## config.mk

```make
export PLATFORM = sky130hd
export DESIGN_NAME = q2e_sqrt_cell
export DESIGN_NICKNAME = d
export VERILOG_FILES = /design/src/rtl/q2e_pkg.sv /design/src/rtl/q2e_sqrt_cell.sv
export SDC_FILE = /design/constraint.sdc
export NUM_CORES = 1
export LEC_CHECK = 0
export BUFFER_PORTS_ARGS = -buffer_cell sky130_fd_sc_hd__buf_2
export CAP_MARGIN = 20
export CORE_MARGIN = 2
export CORE_UTILIZATION = 57
export CTS_CLUSTER_SIZE = 24
export DETAILED_ROUTE_END_ITERATION = 10
export GPL_TIMING_DRIVEN = 0
export PLACE_DENSITY = 0.87
export SLEW_MARGIN = 20
export SYNTH_ARGS = -nofsm -noshare
export SYNTH_HDL_FRONTEND = slang
export SYNTH_SLANG_ARGS = --single-unit
```

## constraint.sdc

```tcl
create_clock -name clk -period 8.8 [get_ports clk]
set_input_delay 1.32 -clock clk [delete_from_list [all_inputs] [get_ports clk]]
set_output_delay 1.32 -clock clk [all_outputs]
set_load 0.05 [all_outputs]
```

## src/rtl/q2e_pkg.sv

```systemverilog
// shared types, constants and tables for the quaternion to euler block
package q2e_pkg;
  localparam int ANG_W = 40;
  localparam int ROOT_W = 62;
  localparam int TABLE_LEN = 24;
  localparam logic signed [ANG_W-1:0] ANG_90 = 40'sd754974720;
  localparam logic signed [14:0] PITCH_LIMIT = 15'sd11520;

  typedef logic signed [ANG_W-1:0] ang_t;

  function automatic ang_t atan_entry(input int idx);
    ang_t r;
    case (idx)
      0: r = 40'sd377487360;
      1: r = 40'sd222843801;
      2: r = 40'sd117744544;
      3: r = 40'sd59768969;
      4: r = 40'sd30000467;
      5: r = 40'sd15014858;
      6: r = 40'sd7509261;
      7: r = 40'sd3754860;
      8: r = 40'sd1877459;
      9: r = 40'sd938733;
      10: r = 40'sd469367;
      11: r = 40'sd234683;
      12: r = 40'sd117342;
      13: r = 40'sd58671;
      14: r = 40'sd29335;
      15: r = 40'sd14668;
      16: r = 40'sd7334;
      17: r = 40'sd3667;
      18: r = 40'sd1833;
      19: r = 40'sd917;
      20: r = 40'sd458;
      21: r = 40'sd229;
      22: r = 40'sd115;
      23: r = 40'sd57;
      default: r = '0;
    endcase
    return r;
  endfunction
endpackage

```

## src/rtl/q2e_sqrt_cell.sv

```systemverilog
// one stage of a restoring square root, one result bit per stage
module q2e_sqrt_cell import q2e_pkg::*; #(
  parameter int STEP = 0
) (
  input  logic              clk,
  input  logic              en,
  input  logic [ROOT_W-1:0] rem_in,
  input  logic [ROOT_W-1:0] res_in,
  output logic [ROOT_W-1:0] rem_out,
  output logic [ROOT_W-1:0] res_out
);
  localparam logic [ROOT_W-1:0] BIT = ROOT_W'(1) << (60 - 2*STEP);
  logic [ROOT_W-1:0] trial;
  assign trial = res_in + BIT;

  // subtract trial when it fits, shift the partial root
  always_ff @(posedge clk) begin
    if (en) begin
      if (rem_in >= trial) begin
        rem_out <= rem_in - trial;
        res_out <= (res_in >> 1) + BIT;
      end else begin
        rem_out <= rem_in;
        res_out <= res_in >> 1;
      end
    end
  end
endmodule

```

==> impl_metrics.prom <==
# TYPE chip_impl_metric gauge
chip_impl_metric{name="rows",unit=""} 44
chip_impl_metric{name="diodes",unit=""} 0
chip_impl_metric{name="asyncSetResetFlopFracSynth",unit="%"} 0
chip_impl_metric{name="comb_power_share",unit="%"} 35.3
chip_impl_metric{name="fin_crit",unit="ns"} 4.952
chip_impl_info{name="tritoncts",value="built"} 1
chip_impl_metric{name="drive_above_1_share",unit="%"} 26.23
chip_impl_metric{name="post_cts_setup_buffer_count",unit=""} 0
chip_impl_metric{name="avgViaCountPerCell",unit=""} 5.965
chip_impl_metric{name="number_of_nets_in_the_layout",unit=""} 1337
chip_impl_metric{name="yosys_warnings",unit=""} 0
chip_impl_metric{name="p_leak",unit="nW"} 4.852
chip_impl_info{name="root_buffer",value="clkbuf_16"} 1
chip_impl_info{name="mostFrequentLayoutCell",value="buf_2"} 1
chip_impl_metric{name="final_max_slew_viol_count",unit=""} 0
chip_impl_info{name="worst_path_dominant_cell_family",value="compound AO/OA/AOI/OAI gates"} 1
chip_impl_metric{name="syn-mean-instance-area",unit="um2"} 9.612
chip_impl_metric{name="measured_slew_at_the_worst_slew_check_pin",unit="ns"} 0.8185
chip_impl_metric{name="post_cts_resized",unit=""} 0
chip_impl_metric{name="number_of_global_route_vias_before_repair",unit=""} 7680
chip_impl_metric{name="clockBufferDepth",unit=""} 2
chip_impl_metric{name="pwr_density_cell",unit="nW/um2"} 211.7
chip_impl_metric{name="layout_area_growth_over_synthesis",unit="%"} 24.54
chip_impl_metric{name="synth_nets",unit=""} 1068
chip_impl_metric{name="grt_use_met1",unit="%"} 39.02
chip_impl_metric{name="clock_slew_seen_by_the_registers_of_the_worst_setup_and_hold_paths",unit="ns"} 0.06
chip_impl_metric{name="routabilityCongestion",unit=""} 0.9038
chip_impl_metric{name="cts-htree-levels",unit=""} 4
chip_impl_metric{name="place_area",unit="um2"} 9960
chip_impl_metric{name="floorplan.die.width",unit="um"} 125.8
chip_impl_metric{name="grt_max_degree",unit=""} 89
chip_impl_info{name="critPathCaptureType",value="register"} 1
chip_impl_metric{name="clkPwrFrac",unit="%"} 30.8
chip_impl_metric{name="power_switching",unit="mW"} 0.8254
chip_impl_metric{name="path_max_fanout",unit=""} 10
chip_impl_metric{name="synth-seq-cells",unit=""} 124
chip_impl_metric{name="globalRouteOverflowTotal",unit=""} 0
chip_impl_metric{name="number_of_enable_flip_flop_cells_after_synthesis",unit=""} 124
chip_impl_metric{name="cp_slowest_stage_delay",unit="ns"} 0.64
chip_impl_metric{name="synth_cell_type_count",unit=""} 69
chip_impl_metric{name="grt_pass1_wl",unit="mm"} 38.39
chip_impl_info{name="critical_path.cell_chain",value="buf_2 > inv_1 > ha_1 > inv_1 > fa_1 > a211oi_1 > o21ai_1 > o2111ai_1 > a21o_2 > o21ai_4 > a31oi_4 > a21oi_2 > o21ai_1 > clkbuf_1 > o21ai_0"} 1
chip_impl_metric{name="fp.coreArea",unit="um2"} 14530
chip_impl_info{name="slowest_stage",value="clkbuf_1"} 1
chip_impl_metric{name="post_route_non_filler_standard_cell_count",unit=""} 1343
chip_impl_metric{name="tritoncts_num_sinks",unit=""} 124
chip_impl_info{name="timing.hold.worst.start",value="res_in[3]"} 1
chip_impl_metric{name="dr.first_iter.drc_count",unit=""} 795
chip_impl_metric{name="worst_hold_path.num_cells",unit=""} 1
chip_impl_metric{name="vdd_ir_max",unit="V"} 0.0001308
chip_impl_metric{name="fmaxAchievable",unit="MHz"} 201.9
chip_impl_metric{name="drc",unit=""} 0
chip_impl_metric{name="finalSetupTns",unit="ns"} 0
chip_impl_metric{name="intPower",unit="mW"} 1.402
chip_impl_metric{name="total_iterations_of_the_first_detailed_routing_run",unit=""} 8
chip_impl_metric{name="global_route.usage.met2",unit="%"} 51.73
chip_impl_metric{name="fin_crit_sh",unit="%"} 56.27
chip_impl_metric{name="floorplan.initialDensity",unit="%"} 58.14
chip_impl_metric{name="timing.max_cap.violations",unit=""} 0
chip_impl_metric{name="wl_per_cell",unit="um"} 18.42
chip_impl_info{name="hp-class",value="input port to register"} 1
chip_impl_metric{name="floorplan.die_area",unit="um2"} 15810
chip_impl_info{name="grt.busiest_layer",value="met2"} 1
chip_impl_metric{name="pwr-share-seq",unit="%"} 33.9
chip_impl_metric{name="layout.cell_area.non_filler",unit="um2"} 10520
chip_impl_metric{name="critical_path_arrival",unit="ns"} 5.09
chip_impl_metric{name="grt_antenna_before_repair",unit=""} 0
chip_impl_metric{name="io_buffers",unit=""} 249
chip_impl_metric{name="ant_nets",unit=""} 0
chip_impl_metric{name="cts_inserted_buffers",unit=""} 17
chip_impl_metric{name="timing.final.setup_violations",unit=""} 0
chip_impl_metric{name="cts_hold_repair.buffers",unit=""} 0
chip_impl_info{name="end_point_of_the_most_critical_hold_path",value="res_out[2]$_DFFE_PP_"} 1
chip_impl_info{name="final_cell_mix",value="249 x buf_2, 124 x edfxtp_1, 117 x a21oi_1"} 1
chip_impl_metric{name="timing.max_slew.rel_slack",unit="%"} 45.43
chip_impl_metric{name="die_y",unit="um"} 125.8
chip_impl_info{name="run_status",value="completed"} 1
chip_impl_metric{name="pin_count",unit=""} 250
chip_impl_metric{name="critical_path.n_buffers_inverters",unit=""} 4
chip_impl_info{name="ys.flop_type",value="edfxtp_1"} 1
chip_impl_metric{name="grt_usage",unit="%"} 30.70
chip_impl_metric{name="num_vias",unit=""} 8011
chip_impl_metric{name="placed_cells",unit=""} 1313
chip_impl_metric{name="synthesis.instances",unit=""} 879
chip_impl_metric{name="netlist_area",unit="um2"} 8449
chip_impl_metric{name="final_hold_viol_count",unit=""} 0
chip_impl_metric{name="sw_frac_of_total",unit="%"} 37.06
chip_impl_info{name="rsz0062_at_grt",value="false"} 1
chip_impl_info{name="timing.setup.critical_path_class",value="input port to register"} 1
chip_impl_metric{name="ys_seq_area_share",unit="%"} 44.07
chip_impl_metric{name="cp_data_required_time",unit="ns"} 8.94
chip_impl_metric{name="global_routing_usage_on_met3",unit="%"} 7.137
chip_impl_metric{name="hpwl",unit="mm"} 18.97
chip_impl_info{name="cp-start-kind",value="input port"} 1
chip_impl_metric{name="wirelength",unit="mm"} 24.74
[logic make-up (layout without fill, tap and decap cells)]
logic type	count (synthesis)	in the layout	synth area share, %
AOI/OAI and AO/OA	287	287	21.35
and+or+nand+nor	225	225	12.68
DFF	124	124	44.07
buffers and inverters	119	399	5.968
adders and majority gates	63	63	9.418
xor gates and xnor gates	55	55	5.701
muxes	6	6	0.8144
[per-stage QoR]
stage          total power, mW  hold WS, ns  setup WS [ns]  utilization [%]
5_1_grt                  2.317        1.075          3.761            72.40
4_1_cts                  2.224        1.070          3.958            72.40
3_3_place_gp             1.521        1.511          3.574            68.29
2_1_floorplan            1.331        1.419          4.644                -
6_report                 2.227        1.076          3.848            72.40
3_5_place_dp             1.539        1.512          3.545            68.53
[synth_stat cells, drive strengths merged (2+ instances only)]
cell type  number  area, um2
nor4            3      18.77
o21bai          8      60.06
xor2           24      210.2
inv            83      311.6
a311oi          3      38.79
nor4b           2      17.52
nand4          18      112.6
a211oi          4      30.03
xnor2          31      271.5
a21oi         120      611.8
and2            6      37.54
a31oi          12      90.09
nand2          63      239.0
mux2            4      48.79
o21a            6      45.04
and3            8      50.05
nor3           15      75.07
o211ai         14      105.1
a21o           43      324.1
clkbuf         25      93.84
ha             62      775.7
and4            4      35.03
nor2           73      281.5
a31o            4      35.04
nand3          15      75.07
edfxtp        124       3724
nand2b          9      56.30
o21ai          48      251.5
mux2i           2      20.02
a21boi          2      15.01
or3             3      18.77
o31ai           7      52.55
buf            11      98.84
[area by class of cell]
| class | instances | area [um2] |
|---|---|---|
| fillers | 1095 | 4011 |
| well taps | 184 | 230.2 |
| flip-flops and latches | 124 | 3724 |
| clock inverters | 9 | 122.6 |
| plain buffers | 36 | 192.7 |
| repair buffers | 250 | 1280 |
| inverters | 83 | 311.5 |
| clock buffers | 21 | 440.4 |
| multi-input cells | 636 | 4222 |
[worst max path at each step]
stage | cells after the start | end | from
final | 15 | rem_out[25]$_DFFE_PP_ | rem_in[0]
after CTS | 15 | rem_out[13]$_DFFE_PP_ | rem_in[0]
after floorplan | 15 | rem_out[48]$_DFFE_PP_ | rem_in[0]
after global routing | 16 | rem_out[44]$_DFFE_PP_ | rem_in[0]
after global placement | 15 | rem_out[44]$_DFFE_PP_ | rem_in[0]
after detailed placement | 15 | rem_out[13]$_DFFE_PP_ | rem_in[0]
[state kept, by name (all words and copies together), names as in the netlist]
name and flops:
rem_out 62, res_out 62
[layer usage]
| metal | wire length [um] | part of all wire, % | vias to the layer above |
|---|---|---|---|
| met4 | 597 | 2.4 | 0 |
| met5 | 0 | 0 | - |
| li1 | - | - | 3763 |
| met1 | 9958 | 40 | 3796 |
| met3 | 2069 | 8.4 | 55 |
| met2 | 12110 | 49 | 397 |
[power groups by stage]
stage / clock network, mW / registers [mW] / logic (mW)
final: 0.686 / 0.755 / 0.787
after global routing: 0.719 / 0.760 / 0.838
after detailed placement: 0 / 0.767 / 0.773
after CTS: 0.689 / 0.756 / 0.779
after floorplan: 0 / 1.01 / 0.321
after global placement: 0 / 0.765 / 0.756
(Power assumes the default switching activity.)
